**src/rtl/cau_pkg.sv**
```systemverilog
// shared types and codes of the complex arithmetic unit
package cau_pkg;

    localparam int IO_W = 32;

    typedef enum logic [1:0] {
        MODE_ADD = 2'd0,
        MODE_SUB = 2'd1,
        MODE_MUL = 2'd2,
        MODE_DIV = 2'd3
    } cau_mode_t;

    localparam logic [1:0] STAT_OK   = 2'd0;
    localparam logic [1:0] STAT_DIVZ = 2'd1;
    localparam logic [1:0] STAT_SAT  = 2'd2;

    typedef struct packed {
        logic [1:0]             mode;
        logic signed [IO_W-1:0] a_re;
        logic signed [IO_W-1:0] a_im;
        logic signed [IO_W-1:0] b_re;
        logic signed [IO_W-1:0] b_im;
    } cau_in_t;

    typedef struct packed {
        logic signed [IO_W-1:0] res_re;
        logic signed [IO_W-1:0] res_im;
        logic [1:0]             status;
    } cau_out_t;

    // classified item handed from the front to the back
    typedef struct packed {
        cau_mode_t              op;
        logic                   dz;
        logic signed [IO_W-1:0] a_re;
        logic signed [IO_W-1:0] a_im;
        logic signed [IO_W-1:0] b_re;
        logic signed [IO_W-1:0] b_im;
    } cau_cmd_t;

endpackage

```
**src/rtl/cau_front.sv**
```systemverilog
// input register that accepts items and classifies them
module cau_front
    import cau_pkg::*;
#(
    parameter int DATA_WIDTH = 32
)
(
    input  logic     clk,
    input  logic     rst_n,
    input  logic     push,
    output logic     full,
    input  cau_in_t  din,
    output logic     q_push,
    input  logic     q_full,
    output cau_cmd_t cmd
);

    localparam int EW = (DATA_WIDTH > IO_W) ? DATA_WIDTH : IO_W;

    logic     f_v_reg;
    logic     f_v_next;
    cau_cmd_t cmd_reg;
    cau_cmd_t cmd_next;
    logic     accept;
    logic signed [EW-1:0] br_ext;
    logic signed [EW-1:0] bi_ext;

    assign full   = f_v_reg && q_full;
    assign accept = push && !full;
    assign q_push = f_v_reg && !q_full;
    assign cmd    = cmd_reg;

    assign br_ext = EW'(din.b_re);
    assign bi_ext = EW'(din.b_im);

    always_comb
    begin
        cmd_next      = cmd_reg;
        cmd_next.op   = cau_mode_t'(din.mode);
        // divisor is zero once wrapped to the datapath width
        cmd_next.dz   = (br_ext[DATA_WIDTH-1:0] == '0) && (bi_ext[DATA_WIDTH-1:0] == '0);
        cmd_next.a_re = din.a_re;
        cmd_next.a_im = din.a_im;
        cmd_next.b_re = din.b_re;
        cmd_next.b_im = din.b_im;
        if (accept)
        begin
            f_v_next = 1'b1;
        end
        else if (q_push)
        begin
            f_v_next = 1'b0;
        end
        else
        begin
            f_v_next = f_v_reg;
        end
    end

    always_ff @(posedge clk or negedge rst_n)
    begin
        if (!rst_n)
        begin
            f_v_reg <= 1'b0;
        end
        else
        begin
            f_v_reg <= f_v_next;
        end
    end

    always_ff @(posedge clk)
    begin
        if (accept)
        begin
            cmd_reg <= cmd_next;
        end
    end

`ifndef SYNTH
    a_full_holds_item: assert property (@(posedge clk) disable iff (!rst_n)
        full |-> f_v_reg)
        else $error("front full without a held item");
    a_accept_loads: assert property (@(posedge clk) disable iff (!rst_n)
        accept |=> f_v_reg)
        else $error("accepted item not held");
`endif

endmodule

```
**config.mk**
```make
export PLATFORM = sky130hd
export DESIGN_NAME = cau_front
export DESIGN_NICKNAME = d
export VERILOG_FILES = /design/src/rtl/cau_pkg.sv /design/src/rtl/cau_front.sv
export SDC_FILE = /design/constraint.sdc
export NUM_CORES = 1
export LEC_CHECK = 0
export BUFFER_PORTS_ARGS = -buffer_cell sky130_fd_sc_hd__buf_2
export CORE_AREA = 2 2 102 104
export DETAILED_ROUTE_END_ITERATION = 16
export DIE_AREA = 0 0 104 106
export GPL_ROUTABILITY_DRIVEN = 0
export PLACE_DENSITY = 0.75
export SLEW_MARGIN = 20
export SYNTH_ARGS = -nofsm -noshare
export SYNTH_HDL_FRONTEND = slang
export SYNTH_SLANG_ARGS = --single-unit
```
**constraint.sdc**
```tcl
create_clock -name clk -period 16.6 [get_ports clk]
set_clock_uncertainty 0.2 [all_clocks]
set_input_delay 0.83 -clock clk [delete_from_list [all_inputs] [get_ports clk]]
set_output_delay 0.83 -clock clk [all_outputs]
set_load 0.01 [all_outputs]
```
# After elaboration in Yosys (flattened, before gate mapping)
# Cells that the tools add are included.
[word_totals]
n_memories = 0
inputBits = 134
out_inout_bits = 133
romBits = 0
latchBits = 0
ramBits = 0
elab_cells = 18
register_bits = 132
[op_classes]
bitwise_logic = 0
n_mul = 0
eq_ne = 0
n_reduce_logical = 9
n_lt_le_gt_ge = 0
n_addsub = 0
muxes = 2
shift = 0
div_mod_pow = 0
[ops]
columns = ["operator", "n"]
rows = [
  ["$logic_not 32->1", 2],
  ["$logic_and 1x1->1", 4],
  ["$logic_not 1->1", 2],
  ["$mux 1", 2],
  ["$reduce_bool 2->1", 1],
]

# Depth between registers and ports, before layout
[logic_depth]
word_depth = 4
ltp_mapped = 3
ltp_nobuf = 3

# Worst setup path after synthesis
# OpenSTA, ideal clock, no wires.
[synth_path]
path_type = "input to register"
from = "in q_full"
to = "reg cmd_reg, in the netlist cmd[0] (enable)"
setup_slack_ns = 8.942
t_required_ns = 15.762
t_arrival_ns = 6.820
path_stages = 2
n_path_buf = 0
setup_time_ns = 0.638
path_cell_list = "and2_1 nor2b_1"
[synth_between]
elab_chain_cells = 3
[synth_lines]
columns = ["element", "line_no", "text"]
rows = [
  ["start: declaration", "cau_front.sv:14", "input logic q_full,"],
  ["$logic_and 1x1->1", "cau_front.sv:28", "assign full = f_v_reg && q_full;"],
  ["$logic_not 1->1", "cau_front.sv:29", "assign accept = push && !full;"],
  ["$logic_and 1x1->1", "cau_front.sv:29", ""],
  ["named net accept", "cau_front.sv:24", "logic accept;"],
  ["end signal: assignment", "cau_front.sv:76", "cmd_reg <= cmd_next;"],
  ["end: declaration", "cau_front.sv:22", "cau_cmd_t cmd_reg;"],
]
# The timed path passes the listed nets, and every way through them passes these cells.
# A chain may end at the register's enable or synchronous reset.

# Final worst setup path
[layout_path]
from = "in q_full"
to = "out full"
[layout_between]
elab_chain_cells = 1
[layout_lines]
columns = ["element", "line_no", "text"]
rows = [
  ["$logic_and 1x1->1", "cau_front.sv:28", ""],
  ["end: declaration", "cau_front.sv:11", "output logic full,"],
]
# Every way passes these cells.

==> results.cfg <==
[clocking]
root_buffer = sky130_fd_sc_hd__clkbuf_8
ctsHtreeMaxLevel = 4
cts-resized-gates = 0
clkSinkCount = 132
cts.clk_slew.worst_paths_ps = 60
tritoncts = built
clock_latency_ps = 510
ctsLongestPathBuffers = 2
cts_buffers = 17

[routing]
drt_first_iter_violations = 154
route.detailed.drc = 0
drt_wl_total_mm = 9.611
drt_pre_antenna_iters = 4
routed_wl_per_cell_um = 16.15
via_per_inst = 4.513
route.antenna.remaining_nets = 0
via_count = 2685

[critical_path]
cpMaxStageDelayCell = sky130_fd_sc_hd__and2_1
timing.critical_path.buf_inv = 2
crit_required_ps = 15570
startpoint_type_of_the_worst_setup_path = input pin
critPathArrivalTime_ps = 1270
worstPathMaxFanout = 3
crit_type = in -> out
critical_path.max_stage_delay_ps = 190
timing.critical_path.mode_cell = sky130_fd_sc_hd__buf_2
critPathTopFamily = buffers and inverters
path_cells = buf_2, and2_1, buf_2
endpoint_type_of_the_worst_setup_path = output pin

[pwr]
power_per_cell_area_nw_per_um2 = 129.3
leakagePower_nw = 2.621
irDropWorstVdd_uv = 66.37

[floorplan]
io_pins = 267
die_outline_area_um2 = 11020
floorplan.initialDensity = 0.4128
die_x_um = 104
core.rowCount = 37
floorplan.die.height_um = 106
coreArea_um2 = 10000

[placement]
port_buffers = 266
dp_hpwl_mm = 7.154

[layout]
largest_reg_flops = 131
layout.cells.most_common = sky130_fd_sc_hd__buf_2
final_cell_mix = sky130_fd_sc_hd__buf_2 (266), sky130_fd_sc_hd__edfxtp_1 (131), sky130_fd_sc_hd__clkbuf_16 (16)
drive_gt1_frac = 0.6572
layout.nets = 579
area_delta_synth_final_pct = 51.26

[outcome]
run_status = completed

[global_routing]
grtUsageTotal = 0.1775
first_global_vias = 2739
globalRoute.totalOverflow = 0
grt_pass1_wl_mm = 14.19
grt_start_max_net_pins = 68
initial_antenna_violation_count = 1

[yosys]
synthesis.area_um2 = 4128
synth_top_area_cell = sky130_fd_sc_hd__edfxtp_1
yosys_warnings = 0
syn_nets = 291
synth_top_cells_by_area = sky130_fd_sc_hd__edfxtp_1 (95%), sky130_fd_sc_hd__nor4_1 (2.3%), sky130_fd_sc_hd__dfrtp_1 (0.61%)
synth.ff_latch_count = 132
synth.yosys.seq_area_share = 0.9591
synth_top_cell_area_share = 0.9530
post_synth.cell_area_avg_um2 = 26.29
syn-instance-count = 157
post_synth_num_cell_types = 8

[timing]
holdWs_ps = 292.6
setup_violations = 0
layout_worst_path_cycle_share = 0.1389
min_period_ps = 2305
finalHoldViolCount = 0
maxClockFrequency_mhz = 433.8
report.final.slew_viol_count = 0
maxSlewHeadroom = 0.4473
grt_setup_unrepaired = false
worstMarginPinSlew_ps = 829.0
totalNegativeSetupSlack_ps = 0

[hold_path]
hold_path_class = in -> reg

[job]
drv.max_cap_violation_count = 0
## cell usage after synthesis
library cell                 n
sky130_fd_sc_hd__edfxtp_1  131
sky130_fd_sc_hd__nor4_2      2
sky130_fd_sc_hd__nor4_1     15
sky130_fd_sc_hd__dfrtp_1     1
sky130_fd_sc_hd__or2_2       1
sky130_fd_sc_hd__and2_1      1
sky130_fd_sc_hd__nand4_1     4
sky130_fd_sc_hd__nor2b_1     2
## through the flow
step / setup slack, ps / cell area [µm²] / utilization / std cells / power, W
after floorplan: 8942 / 4128 / - / 157 / 0.0004211
after global placement: 14120 / 5652 / 0.5652 / 561 / 0.0004530
after detailed placement: 14100 / 5652 / 0.5652 / 561 / 0.0004551
after CTS: 14300 / 6241 / 0.6241 / 594 / 0.0008156
after global routing: 14260 / 6241 / 0.6241 / 594 / 0.0008380
final: 14300 / 6243 / 0.6244 / 595 / 0.0008070
## final cells by class
type,instances,area [µm²]
Fill cell,792,3756
Timing Repair Buffer,269,1356
Antenna cell,1,2.502
Clock inverter,14,161.4
Tap cell,136,170.2
Clock buffer,18,417.9
Multi-Input combinational cell,25,176.4
Sequential cell,132,3959
## routing by layer
layer,vias to the layer above,global-route usage,wire length [µm]
met5,-,0,13
met4,2,0.06371,102
met3,11,0.1097,1217
met2,170,0.3026,4974
met1,1257,0.1771,3301
li1,1245,-,-
## worst paths after layout
path	startpoint	to	slack, ps	cells after the start
worst max-delay path	q_full	full	14300	3
min in group asynchronous	rst_n	f_v_reg	430	2
worst min-delay path	din[81]	cmd[81]	290	1
worst max register to register	f_v_reg	cmd[104]	14660	3
max in group asynchronous	rst_n	f_v_reg	15690	2
worst min register to register	f_v_reg	f_v_reg	500	2
## worst register-to-register path: stages (launching register included)
cell                      delay, ps
sky130_fd_sc_hd__dfrtp_1        380
sky130_fd_sc_hd__and2_1         180
sky130_fd_sc_hd__nor2b_4        120
sky130_fd_sc_hd__buf_4          630
## kinds of logic after synthesis
group,count (synthesis),share of synthesized area
flip-flops,132,0.9591
AND/OR/NAND/NOR,25,0.04092
## report_power, final
part / internal [W] / switching [W]
Clock: 0.000227 / 0.000132
Sequential: 0.000389 / 0.00000388
Combinational: 0.0000235 / 0.0000312
## timing repair
item,CTS,global route
hold buffers,1,0
endpoints found under the hold margin,1,0
setup buffers,0,0
Note: power is estimated with default switching activity, not from simulation.
