===== config.mk =====
export PLATFORM = sky130hd
export DESIGN_NAME = cau_fifo
export DESIGN_NICKNAME = d
export VERILOG_FILES = /design/src/rtl/cau_pkg.sv /design/src/rtl/cau_fifo.sv
export SDC_FILE = /design/constraint.sdc
export NUM_CORES = 1
export LEC_CHECK = 0
export ABC_CLOCK_PERIOD_IN_PS = 3900
export BUFFER_PORTS_ARGS = -buffer_cell sky130_fd_sc_hd__buf_4
export CORE_MARGIN = 5
export CORE_UTILIZATION = 48
export CTS_CLUSTER_SIZE = 20
export DETAILED_ROUTE_END_ITERATION = 8
export PLACE_DENSITY = 0.71
export RECOVER_POWER = 100
export SLEW_MARGIN = 5
export SYNTH_ARGS = -nofsm -noshare
export SYNTH_HDL_FRONTEND = slang
export SYNTH_SLANG_ARGS = --single-unit

===== constraint.sdc =====
create_clock -name clk -period 3.9 [get_ports clk]
set_input_delay 0.78 -clock clk [delete_from_list [all_inputs] [get_ports clk]]
set_output_delay 0.78 -clock clk [all_outputs]
set_load 0.01 [all_outputs]

===== src/rtl/cau_pkg.sv =====
// shared types and codes of the complex arithmetic unit
package cau_pkg;

    localparam int IO_W = 32;

    typedef enum logic [1:0] {
        MODE_ADD = 2'd0,
        MODE_SUB = 2'd1,
        MODE_MUL = 2'd2,
        MODE_DIV = 2'd3
    } cau_mode_t;

    localparam logic [1:0] STAT_OK   = 2'd0;
    localparam logic [1:0] STAT_DIVZ = 2'd1;
    localparam logic [1:0] STAT_SAT  = 2'd2;

    typedef struct packed {
        logic [1:0]             mode;
        logic signed [IO_W-1:0] a_re;
        logic signed [IO_W-1:0] a_im;
        logic signed [IO_W-1:0] b_re;
        logic signed [IO_W-1:0] b_im;
    } cau_in_t;

    typedef struct packed {
        logic signed [IO_W-1:0] res_re;
        logic signed [IO_W-1:0] res_im;
        logic [1:0]             status;
    } cau_out_t;

    // classified item handed from the front to the back
    typedef struct packed {
        cau_mode_t              op;
        logic                   dz;
        logic signed [IO_W-1:0] a_re;
        logic signed [IO_W-1:0] a_im;
        logic signed [IO_W-1:0] b_re;
        logic signed [IO_W-1:0] b_im;
    } cau_cmd_t;

endpackage


===== src/rtl/cau_fifo.sv =====
// short queue between the front and the back
module cau_fifo
    import cau_pkg::*;
(
    input  logic     clk,
    input  logic     rst_n,
    input  logic     push,
    output logic     full,
    input  cau_cmd_t wdata,
    input  logic     pop,
    output logic     empty,
    output cau_cmd_t rdata
);

    localparam int DEPTH = 4;
    localparam int AW    = $clog2(DEPTH);

    cau_cmd_t      mem [DEPTH];
    logic [AW-1:0] wr_ptr_reg;
    logic [AW-1:0] wr_ptr_next;
    logic [AW-1:0] rd_ptr_reg;
    logic [AW-1:0] rd_ptr_next;
    logic [AW:0]   cnt_reg;
    logic [AW:0]   cnt_next;
    logic          do_push;
    logic          do_pop;

    assign full    = (cnt_reg == (AW+1)'(DEPTH));
    assign empty   = (cnt_reg == '0);
    assign do_push = push && !full;
    assign do_pop  = pop && !empty;
    assign rdata   = mem[rd_ptr_reg];

    always_comb
    begin
        wr_ptr_next = do_push ? wr_ptr_reg + 1'b1 : wr_ptr_reg;
        rd_ptr_next = do_pop ? rd_ptr_reg + 1'b1 : rd_ptr_reg;
        cnt_next    = cnt_reg + (AW+1)'(do_push) - (AW+1)'(do_pop);
    end

    always_ff @(posedge clk or negedge rst_n)
    begin
        if (!rst_n)
        begin
            wr_ptr_reg <= '0;
            rd_ptr_reg <= '0;
            cnt_reg    <= '0;
        end
        else
        begin
            wr_ptr_reg <= wr_ptr_next;
            rd_ptr_reg <= rd_ptr_next;
            cnt_reg    <= cnt_next;
        end
    end

    always_ff @(posedge clk)
    begin
        if (do_push)
        begin
            mem[wr_ptr_reg] <= wdata;
        end
    end

`ifndef SYNTH
    a_cnt_bound: assert property (@(posedge clk) disable iff (!rst_n)
        cnt_reg <= (AW+1)'(DEPTH))
        else $error("queue count beyond depth");
`endif

endmodule


Word level (Yosys, flattened, before mapping)
Memories as Yosys holds them, arrays and structs flattened.
Cells that the tools add are included.
{ "word_totals": {"register_bits": 7, "mem_bits_rw": 524, "in_bits": 135, "output_inout_bits": 133, "word_cells": 16, "n_memories": 1} }
{ "memory_table": {"columns": ["memory", "words", "word_bits", "read_ports", "rd_clocked_by_memory_dff", "write_ports", "line", "source"], "rows": [
  ["mem", 4, 131, 1, 0, 1, "cau_fifo.sv:18", "cau_cmd_t mem [DEPTH];"]
]} }
{ "op_classes": {"addsub": 4, "n_eq_ne": 1, "n_mux": 2, "reduce_logical": 5} }
{ "ops": {"columns": ["operator", "count"], "rows": [
  ["adder 2 x 1 -> 2 bit, second input constant", 2],
  ["adder 3 x 1 -> 3 bit", 1],
  ["== test 3 bit, second input constant", 1],
  ["zero test 3 bit", 1],
  ["subtractor 3 x 1 -> 3 bit", 1],
  ["logical AND 1 bit", 2],
  ["zero test 1 bit", 2],
  ["2-to-1 mux 1 bit", 2]
]} }

Logic depth before layout (Yosys ltp)
Gate-level depths: netlist (run 1).
{ "logic_depth": {"ltp_word": 5, "ltp_mapped": 8, "depth_no_buf": 8} }

Least setup slack after synthesis (run 1)
OpenSTA, ideal clock, no wires.
{ "synth_path": {"kind": "input to register", "start": "input port push", "end": "memory mem[0][0] in the netlist's numbering, enable pin", "setup_time_ns": 0.507, "arrival_time_ns": 3.851, "required_time_ns": 3.393, "path_slack_ns": -0.458, "cell_stages": 1, "n_path_buf": 0, "path_cell_list": "and3b_1"} }
{ "synth_between": {"elab_chain_cells": 3} }
{ "synth_lines": {"columns": ["item", "line", "source"], "rows": [
  ["start, declared", "cau_fifo.sv:7", "input logic push,"],
  ["logical AND 1 bit", "cau_fifo.sv:30", "assign do_push = push && !full;"],
  ["2-to-1 mux 1 bit", "cau_fifo.sv:59", "if (do_push)"],
  ["2-to-1 mux 1 bit (implied by the code)", "cau_fifo.sv:61", "mem[wr_ptr_reg] <= wdata;"],
  ["end, declared", "cau_fifo.sv:18", null]
]} }
No other way between the ends.

==> flow_summary.html, run 1 <==
<table>
<tr><th>Metric</th><th>Value</th></tr>
<tr><th colspan="2">Floorplan</th></tr>
<tr><td>Site Rows</td><td>73</td></tr>
<tr><td>Die ar.</td><td>44,400 µm²</td></tr>
<tr><td>Die outline width</td><td>211 µm</td></tr>
<tr><td>Core footprint</td><td>39,800 µm²</td></tr>
<tr><td>I/O Pins</td><td>268</td></tr>
<tr><td>Die outline height</td><td>211 µm</td></tr>
<tr><td>Initial cell density of the core</td><td>48.6%</td></tr>
<tr><th colspan="2">Clock tree</th></tr>
<tr><td>Post-CTS sizing</td><td>0</td></tr>
<tr><td>Clock slew at the register clock pins of the worst setup and hold paths</td><td>60 ps</td></tr>
<tr><td>Number of buffers on the longest clock path</td><td>3</td></tr>
<tr><td>Number of sinks on the clock net</td><td>531</td></tr>
<tr><td>Hold buffer count at CTS</td><td>1</td></tr>
<tr><td>Total clock buffers created by CTS</td><td>51</td></tr>
<tr><td>Root Buffer</td><td>sky130_fd_sc_hd__clkbuf_16</td></tr>
<tr><td>Post-CTS repair timing setup buffer count</td><td>0</td></tr>
<tr><td>Number of H-tree levels</td><td>2</td></tr>
<tr><td>Clock insertion delay at the later pin of the skew report</td><td>570 ps</td></tr>
<tr><td>TritonCTS clock tree</td><td>done</td></tr>
<tr><th colspan="2">STA</th></tr>
<tr><td>Finish-stage setup viols</td><td>0</td></tr>
<tr><td>Worst slew margin</td><td>-27.9%</td></tr>
<tr><td>RSZ-0062 raised after global routing</td><td>no</td></tr>
<tr><td>Final period util</td><td>89.2%</td></tr>
<tr><td>Peak Freq</td><td>0.287 GHz</td></tr>
<tr><td>Number of hold violations in the final report</td><td>0</td></tr>
<tr><td>Worst setup skew after layout</td><td>15.3 ps</td></tr>
<tr><td>Fin Setup TNS</td><td>0 ps</td></tr>
<tr><td>Final worst path period need</td><td>3480 ps</td></tr>
<tr><td>Slew at the pin with the worst max-slew slack</td><td>1920 ps</td></tr>
<tr><td>Max-slew violation count</td><td>185</td></tr>
<tr><th colspan="2">Detailed routing</th></tr>
<tr><td>Wire length per cell</td><td>23.1 µm</td></tr>
<tr><td>Detailed Route WL</td><td>36.9 mm</td></tr>
<tr><td>Count of TritonRoute iterations in the first routing pass</td><td>4</td></tr>
<tr><td># DRC</td><td>0</td></tr>
<tr><td>Final ANT Viol Nets</td><td>0</td></tr>
<tr><td>Detailed router's first-iteration violation count</td><td>571</td></tr>
<tr><td>Vias post-DR</td><td>8,642</td></tr>
<tr><td>Average vias per placed instance</td><td>5.40</td></tr>
<tr><th colspan="2">Final layout</th></tr>
<tr><td>Final standard cell area without fillers</td><td>22,700 µm²</td></tr>
<tr><td>Fraction of final layout cells sized beyond drive strength 1</td><td>21.5%</td></tr>
<tr><td>Flip-flop count of the largest register after layout</td><td>524</td></tr>
<tr><td>Count of nets after finishing</td><td>1,178</td></tr>
<tr><td>Area growth from synthesis to layout</td><td>17.1%</td></tr>
<tr><td>Final Util</td><td>56.9%</td></tr>
<tr><th colspan="2">Yosys</th></tr>
<tr><td>Top cells by area in the synthesized netlist</td><td>sky130_fd_sc_hd__edfxtp_1, sky130_fd_sc_hd__mux4_2, sky130_fd_sc_hd__dfrtp_1</td></tr>
<tr><td>Post-Syn Instances</td><td>726</td></tr>
<tr><td>Post-synthesis sequential area ratio</td><td>82.2%</td></tr>
<tr><td>Cell type contributing the most total cell area after synthesis</td><td>sky130_fd_sc_hd__edfxtp_1</td></tr>
<tr><td>Syn Std Cell Area</td><td>19,300 µm²</td></tr>
<tr><td>Most used DFF post-synth</td><td>sky130_fd_sc_hd__edfxtp_1</td></tr>
<tr><td>Async set-reset flop share out of synthesis</td><td>1.32%</td></tr>
<tr><td>Net count after synthesis</td><td>868</td></tr>
<tr><td>Flip-flop and latch count after synthesis</td><td>531</td></tr>
<tr><td>Area share of the largest cell type after synthesis</td><td>81.3%</td></tr>
<tr><td>Post-synth top cells</td><td>sky130_fd_sc_hd__edfxtp_1, sky130_fd_sc_hd__mux4_2, sky130_fd_sc_hd__buf_2</td></tr>
<tr><td>Top-count cell post-synth</td><td>sky130_fd_sc_hd__edfxtp_1</td></tr>
<tr><td>Mean post-synth cell area</td><td>26.7 µm²</td></tr>
<tr><td>EDFF count, synth</td><td>524</td></tr>
<tr><td>Synth warn</td><td>0</td></tr>
<tr><td>Synth cell types</td><td>19</td></tr>
<tr><th colspan="2">Place</th></tr>
<tr><td>Detail Placement HPWL</td><td>22.5 mm</td></tr>
<tr><td>Number of buffer cells added on primary ports</td><td>267</td></tr>
<tr><td>Gp weighted congestion</td><td>0.708</td></tr>
<tr><td>Total placed instance area</td><td>22,200 µm²</td></tr>
<tr><th colspan="2">Pwr</th></tr>
<tr><td>Leakage power summed over all cells</td><td>7.10 nW</td></tr>
<tr><td>Total power divided by cell area</td><td>764 nW/µm²</td></tr>
<tr><td>IR Drop Worst-Case VDD</td><td>0.522 mV</td></tr>
<tr><td>Sequential power share</td><td>46.1%</td></tr>
<tr><td>Internal</td><td>12.3 mW</td></tr>
<tr><td>Clock network fraction of total power</td><td>26.2%</td></tr>
<tr><td>Switching share of power</td><td>29.1%</td></tr>
<tr><td>Combinational group share of total power</td><td>27.7%</td></tr>
<tr><td>Power after layout</td><td>17.3 mW</td></tr>
<tr><td>Reported net switching power</td><td>5.04 mW</td></tr>
<tr><th colspan="2">Setup path</th></tr>
<tr><td>Arrival time worst endpoint</td><td>2700 ps</td></tr>
<tr><td>Critical path endpoint category</td><td>primary output</td></tr>
<tr><td>Family of cells with the greatest summed delay on the critical path</td><td>flip-flops</td></tr>
<tr><td>Data required time at the worst endpoint</td><td>3120 ps</td></tr>
<tr><td>Register-to-register setup slack</td><td>610 ps</td></tr>
<tr><td>Crit path cell chain</td><td>buf_12, mux4_2, clkbuf_1</td></tr>
<tr><td>Type of the worst setup path</td><td>reg2out</td></tr>
<tr><td>Depth of the worst register-to-register path</td><td>3</td></tr>
<tr><td>Peak fanout along the critical path</td><td>46</td></tr>
<tr><td>Max incr delay on CP</td><td>1250 ps</td></tr>
<tr><td>Number of buffer and inverter instances along the worst setup path</td><td>2</td></tr>
<tr><td>CP max stage cell</td><td>sky130_fd_sc_hd__dfrtp_2</td></tr>
<tr><td>Levels on crit path</td><td>3</td></tr>
<tr><td>Kind of launch point of the worst setup path</td><td>flop</td></tr>
<tr><th colspan="2">Global route</th></tr>
<tr><td>Initial antenna violation count</td><td>4</td></tr>
<tr><td>Total Routing Usage GR</td><td>16.7%</td></tr>
<tr><td>Number of global-route vias before repair</td><td>9,227</td></tr>
<tr><td>Global-route wire length before repair</td><td>56.5 mm</td></tr>
<tr><td>Overflow left after global routing</td><td>0</td></tr>
<tr><td>Maximum number of pins on one net before global-route repair</td><td>95</td></tr>
<tr><th colspan="2">Worst hold path</th></tr>
<tr><td>Number of cells traversed by the worst hold path</td><td>1</td></tr>
<tr><td>Worst Hold Class</td><td>in2reg</td></tr>
<tr><th colspan="2">Outcome</th></tr>
<tr><td>Failing checks</td><td>max-capacitance violations, max-slew violations</td></tr>
<tr><td>Result of the run</td><td>finished, violations left</td></tr>
<tr><th colspan="2">Run</th></tr>
<tr><td>Max_cap viols</td><td>4</td></tr>
</table>
through the flow:
| step | std cells | hold WS, ps | setup WS [ps] |
|---|---|---|---|
| 6_report | 1599 | 474 | 421 |
| 5_1_grt | 1598 | 452 | 277 |
| 4_1_cts | 1597 | 369 | 552 |
| 3_5_place_dp | 1507 | 598 | 1180 |
| 3_3_place_gp | 1507 | 578 | 1180 |
| 2_1_floorplan | 726 | 484 | 1030 |
layout make-up:
type	instances	area [µm²]
fillers	3054	17200
flip-flops and latches	531	15900
multi-input cells	159	3210
clock buffers	65	1370
repair buffers	287	1310
well taps	525	657
clock inverters	24	161
inverters	6	22.5
diodes	2	5.00
cells in the final DEF, fill, tap and decap left out:
cell type and count:
sky130_fd_sc_hd__mux4_2 131, sky130_fd_sc_hd__ha_1 6, sky130_fd_sc_hd__nor3b_1 1, sky130_fd_sc_hd__edfxtp_1 524, sky130_fd_sc_hd__buf_4 9, sky130_fd_sc_hd__nand4bb_1 2
sky130_fd_sc_hd__o31ai_1 1, sky130_fd_sc_hd__nor3_1 1, sky130_fd_sc_hd__bufinv_16 2, sky130_fd_sc_hd__clkbuf_1 270, sky130_fd_sc_hd__o211ai_1 2, sky130_fd_sc_hd__clkbuf_2 5
sky130_fd_sc_hd__dfrtp_1 5, sky130_fd_sc_hd__nand2_1 1, sky130_fd_sc_hd__inv_1 6, sky130_fd_sc_hd__clkbuf_4 3, sky130_fd_sc_hd__diode_2 2, sky130_fd_sc_hd__and3b_4 1
sky130_fd_sc_hd__dlygate4sd3_1 1, sky130_fd_sc_hd__xnor2_1 4, sky130_fd_sc_hd__clkinv_2 12, sky130_fd_sc_hd__dfrtp_4 1, sky130_fd_sc_hd__and3b_1 3, sky130_fd_sc_hd__clkinv_1 9
sky130_fd_sc_hd__buf_12 11, sky130_fd_sc_hd__nand2b_1 4, sky130_fd_sc_hd__clkbuf_16 53, sky130_fd_sc_hd__fa_1 1, sky130_fd_sc_hd__clkinvlp_4 1, sky130_fd_sc_hd__dfrtp_2 1
sky130_fd_sc_hd__o311ai_0 1
path summary, 6_finish.rpt:
check | startpoint | to
worst max-delay path | rd_ptr_reg[1]$_DFFE_PN0P_ | rdata[54]
worst min-delay path | wdata[110] | mem[3][110]$_DFFE_PP_
worst max register to register | cnt_reg[2]$_DFF_PN0_ | mem[3][72]$_DFFE_PP_
worst min register to register | wr_ptr_reg[1]$_DFFE_PN0P_ | wr_ptr_reg[1]$_DFFE_PN0P_
max in group asynchronous | rst_n | rd_ptr_reg[0]$_DFFE_PN0P_
min in group asynchronous | rst_n | cnt_reg[0]$_DFF_PN0_
power groups by stage:
| stage | sequential (mW) | clock (mW) | combinational [mW] |
|---|---|---|---|
| global route | 8.09 | 4.91 | 5.22 |
| global placement | 8.04 | 0 | 5.75 |
| detailed placement | 8.10 | 0 | 5.77 |
| finish | 7.98 | 4.53 | 4.80 |
| floorplan | 7.84 | 0 | 3.36 |
| CTS | 7.99 | 4.65 | 5.79 |
worst register-to-register path: cells and delay by family, from the launching register on:
| kind | cells | cell delay, ps |
|---|---|---|
| AND/OR/NAND/NOR | 2 | 1530 |
| flip-flops | 1 | 460 |
| buffers and inverters | 1 | 900 |
layer usage:
metal / up-vias / track usage (%) / wire length (µm)
li1: 3771 / - / -
met1: 4553 / 23.1 / 15000
met2: 257 / 26.2 / 18200
met3: 55 / 4.83 / 2860
met4: 6 / 5.01 / 720
met5: - / 0 / 42
cells by family after synthesis:
family                   share of synthesized area (%)
flip-flops                                        82.2
buffers and inverters                             1.15
multiplexers                                      15.2
AO/OA/AOI/OAI                                    0.162
adder cells (fa/ha/maj)                          0.491
AND/OR/NAND/NOR                                  0.537
XOR/XNOR                                         0.181
No activity file was read; power rests on OpenSTA's default activity.
==> run 2: changes to the inputs <==
--- a/config.mk
+++ b/config.mk
@@ -13,6 +13,7 @@
 export DETAILED_ROUTE_END_ITERATION = 8
 export PLACE_DENSITY = 0.71
 export RECOVER_POWER = 100
+export REMOVE_ABC_BUFFERS = 1
 export SLEW_MARGIN = 5
 export SYNTH_ARGS = -nofsm -noshare
 export SYNTH_HDL_FRONTEND = slang
==> flow_summary.html, run 2 (same netlist as run 1, synthesis figures left out) <==
<table>
<tr><th>Metric</th><th>Value</th></tr>
<tr><th colspan="2">Outcome</th></tr>
<tr><td>Result of the run</td><td>finished, violations left</td></tr>
<tr><td>Failing checks</td><td>max-capacitance violations, max-slew violations</td></tr>
<tr><th colspan="2">Setup path</th></tr>
<tr><td>Crit path cell chain</td><td>nor3b_1, and3b_1, clkbuf_4</td></tr>
<tr><td>Family of cells with the greatest summed delay on the critical path</td><td>simple AND/OR/NAND/NOR gates</td></tr>
<tr><td>Max incr delay on CP</td><td>1240 ps (about the same)</td></tr>
<tr><td>Type of the worst setup path</td><td>reg2reg</td></tr>
<tr><td>Arrival time worst endpoint</td><td>3570 ps (+870 ps)</td></tr>
<tr><td>Peak fanout along the critical path</td><td>54 (+17%)</td></tr>
<tr><td>Data required time at the worst endpoint</td><td>4080 ps (+960 ps)</td></tr>
<tr><td>Number of buffer and inverter instances along the worst setup path</td><td>1 (-1)</td></tr>
<tr><td>Critical path endpoint category</td><td>flop</td></tr>
<tr><td>Register-to-register setup slack</td><td>520 ps (-90 ps)</td></tr>
<tr><td>CP max stage cell</td><td>sky130_fd_sc_hd__and3b_1</td></tr>
<tr><td>Kind of launch point of the worst setup path</td><td>flop</td></tr>
<tr><th colspan="2">STA</th></tr>
<tr><td>Worst setup skew after layout</td><td>10.7 ps (-4.64 ps)</td></tr>
<tr><td>Finish-stage setup viols</td><td>0 (unchanged)</td></tr>
<tr><td>Number of hold violations in the final report</td><td>0 (unchanged)</td></tr>
<tr><td>RSZ-0062 raised after global routing</td><td>no</td></tr>
<tr><td>Max-slew violation count</td><td>89 (-52%)</td></tr>
<tr><td>Minimum hold slack</td><td>467 ps (-7.01 ps)</td></tr>
<tr><td>Final period util</td><td>86.7% (-2.5 points)</td></tr>
<tr><td>Slew at the pin with the worst max-slew slack</td><td>1770 ps (-152 ps)</td></tr>
<tr><td>Peak Freq</td><td>0.296 GHz (+2.8%)</td></tr>
<tr><td>Final worst path period need</td><td>3380 ps (-96.2 ps)</td></tr>
<tr><td>Worst slew margin</td><td>-17.8% (+10 points)</td></tr>
<tr><th colspan="2">Detailed routing</th></tr>
<tr><td>Wire length per cell</td><td>23.0 µm (-0.50%)</td></tr>
<tr><td># DRC</td><td>0 (unchanged)</td></tr>
<tr><td>Detailed Route WL</td><td>36.7 mm (-0.50%)</td></tr>
<tr><td>Average vias per placed instance</td><td>5.36 (-0.75%)</td></tr>
<tr><td>Count of TritonRoute iterations in the first routing pass</td><td>5 (+1)</td></tr>
<tr><td>Final ANT Viol Nets</td><td>0 (unchanged)</td></tr>
<tr><td>Detailed router's first-iteration violation count</td><td>495 (-13%)</td></tr>
<tr><td>Vias post-DR</td><td>8,577 (-0.75%)</td></tr>
<tr><th colspan="2">Final layout</th></tr>
<tr><td>Fraction of final layout cells sized beyond drive strength 1</td><td>21.2% (-0.21 points)</td></tr>
<tr><td>Flip-flop count of the largest register after layout</td><td>524 (unchanged)</td></tr>
<tr><td>Final Util</td><td>57.2% (+0.30 points)</td></tr>
<tr><td>Area of all sequential standard cells</td><td>15,900 µm² (about the same)</td></tr>
<tr><td>Filler cells</td><td>3,073 (+0.62%)</td></tr>
<tr><td>Area of combinational cells with multiple inputs</td><td>3210 µm² (-0.12%)</td></tr>
<tr><td>Commonest cells after routing, fill and taps aside</td><td>sky130_fd_sc_hd__edfxtp_1, sky130_fd_sc_hd__clkbuf_1, sky130_fd_sc_hd__mux4_2</td></tr>
<tr><td>Count of nets after finishing</td><td>1,176 (-0.17%)</td></tr>
<tr><td>Commonest non-fill, non-tap cell in the layout</td><td>sky130_fd_sc_hd__edfxtp_1</td></tr>
<tr><td>Area growth from synthesis to layout</td><td>17.7%</td></tr>
<tr><th colspan="2">Pwr</th></tr>
<tr><td>Leakage power summed over all cells</td><td>7.14 nW (+0.69%)</td></tr>
<tr><td>Power after layout</td><td>17.6 mW (+1.6%)</td></tr>
<tr><td>Total power divided by cell area</td><td>772 nW/µm² (+1.0%)</td></tr>
<tr><td>IR Drop Worst-Case VDD</td><td>0.432 mV (-17%)</td></tr>
<tr><th colspan="2">Clock tree</th></tr>
<tr><td>Post-CTS sizing</td><td>0 (unchanged)</td></tr>
<tr><td>Number of buffers on the longest clock path</td><td>3 (unchanged)</td></tr>
<tr><td>TritonCTS clock tree</td><td>done</td></tr>
<tr><td>Total clock buffers created by CTS</td><td>51 (unchanged)</td></tr>
<tr><td>Clock insertion delay at the later pin of the skew report</td><td>560 ps (about the same)</td></tr>
<tr><td>Number of H-tree levels</td><td>2 (unchanged)</td></tr>
<tr><td>Root Buffer</td><td>sky130_fd_sc_hd__clkbuf_16</td></tr>
<tr><td>Clock slew at the register clock pins of the worst setup and hold paths</td><td>60 ps (about the same)</td></tr>
<tr><td>Number of sinks on the clock net</td><td>531 (unchanged)</td></tr>
<tr><th colspan="2">Floorplan</th></tr>
<tr><td>Die ar.</td><td>44,400 µm² (unchanged)</td></tr>
<tr><td>I/O Pins</td><td>268 (unchanged)</td></tr>
<tr><td>Initial cell density of the core</td><td>48.6% (unchanged)</td></tr>
<tr><td>Site Rows</td><td>73 (unchanged)</td></tr>
<tr><td>Core footprint</td><td>39,800 µm² (unchanged)</td></tr>
<tr><td>Die outline height</td><td>211 µm (unchanged)</td></tr>
<tr><td>Die outline width</td><td>211 µm (unchanged)</td></tr>
<tr><th colspan="2">Worst hold path</th></tr>
<tr><td>Worst Hold Class</td><td>in2reg</td></tr>
<tr><th colspan="2">Global route</th></tr>
<tr><td>Global-route wire length before repair</td><td>56.6 mm (+0.29%)</td></tr>
<tr><td>Initial antenna violation count</td><td>6 (+2)</td></tr>
<tr><td>Overflow left after global routing</td><td>0 (unchanged)</td></tr>
<tr><td>Maximum number of pins on one net before global-route repair</td><td>72 (-24%)</td></tr>
<tr><td>Total Routing Usage GR</td><td>16.8% (+0.18 points)</td></tr>
<tr><td>Number of global-route vias before repair</td><td>9,231 (+0.043%)</td></tr>
<tr><th colspan="2">Place</th></tr>
<tr><td>Gp weighted congestion</td><td>0.695 (-1.9%)</td></tr>
<tr><td>Detail Placement HPWL</td><td>22.1 mm (-1.4%)</td></tr>
<tr><td>Number of buffer cells added on primary ports</td><td>267 (unchanged)</td></tr>
<tr><th colspan="2">Run</th></tr>
<tr><td>Max_cap viols</td><td>3 (-1)</td></tr>
</table>
==> run 2: power breakdown <==
part / switching (mW) / internal, mW
logic: 2.75 / 2.10
registers: 0.331 / 7.52
clock network: 1.95 / 2.92
total: 5.04 / 12.5
==> run 2: cell type report <==
type | instances | share of cell area (%)
Antenna cell | 1 | 0.0110
Multi-Input combinational cell | 159 | 14.1
Clock buffer | 69 | 6.17
Sequential cell | 531 | 69.9
Tap cell | 525 | 2.88
Clock inverter | 23 | 1.15
Inverter | 6 | 0.0989
Timing Repair Buffer | 285 | 5.72
==> run 2: metal layers <==
metal,global-route usage [%],routed length [µm],vias up,share of wire (%)
met1,22.4,14500,4506,39
met2,26.9,18300,252,50
met4,4.29,615,10,1.7
met5,0,50,-,0.14
li1,-,-,3761,-
met3,6.28,3300,48,9.0
==> run 2: worst paths after layout <==
path                                              to  cells after the start                      start
max                             mem[3][94]$_DFFE_PP_                      3       cnt_reg[2]$_DFF_PN0_
min                             mem[3][52]$_DFFE_PP_                      1                  wdata[52]
max reg2reg                     mem[3][94]$_DFFE_PP_                      3       cnt_reg[2]$_DFF_PN0_
min reg2reg                rd_ptr_reg[1]$_DFFE_PN0P_                      1  rd_ptr_reg[1]$_DFFE_PN0P_
max in group asynchronous  rd_ptr_reg[1]$_DFFE_PN0P_                      2                      rst_n
min in group asynchronous       cnt_reg[0]$_DFF_PN0_                      2                      rst_n
==> run 2: through the flow <==
step,setup slack (ps),instance area (µm²),setup TNS [ps],std cells
after floorplan,-2640,19100,-590180,696
after global placement,1170,22100,0,1505
after detailed placement,1170,22100,0,1505
after CTS,535,23800,0,1598
after global routing,267,22800,0,1599
final,517,22800,0,1599
==> run 2: what timing repair did <==
action                    4_1_cts  5_1_grt
hold buffers                    1        0
hold endpoints to repair        7        0
setup buffers                   0        0
==> run 2: worst register-to-register path: stages (launching register included) <==
cell,delay [ps]
sky130_fd_sc_hd__dfrtp_1,450
sky130_fd_sc_hd__nor3b_1,250
sky130_fd_sc_hd__and3b_1,1250
sky130_fd_sc_hd__clkbuf_4,1010
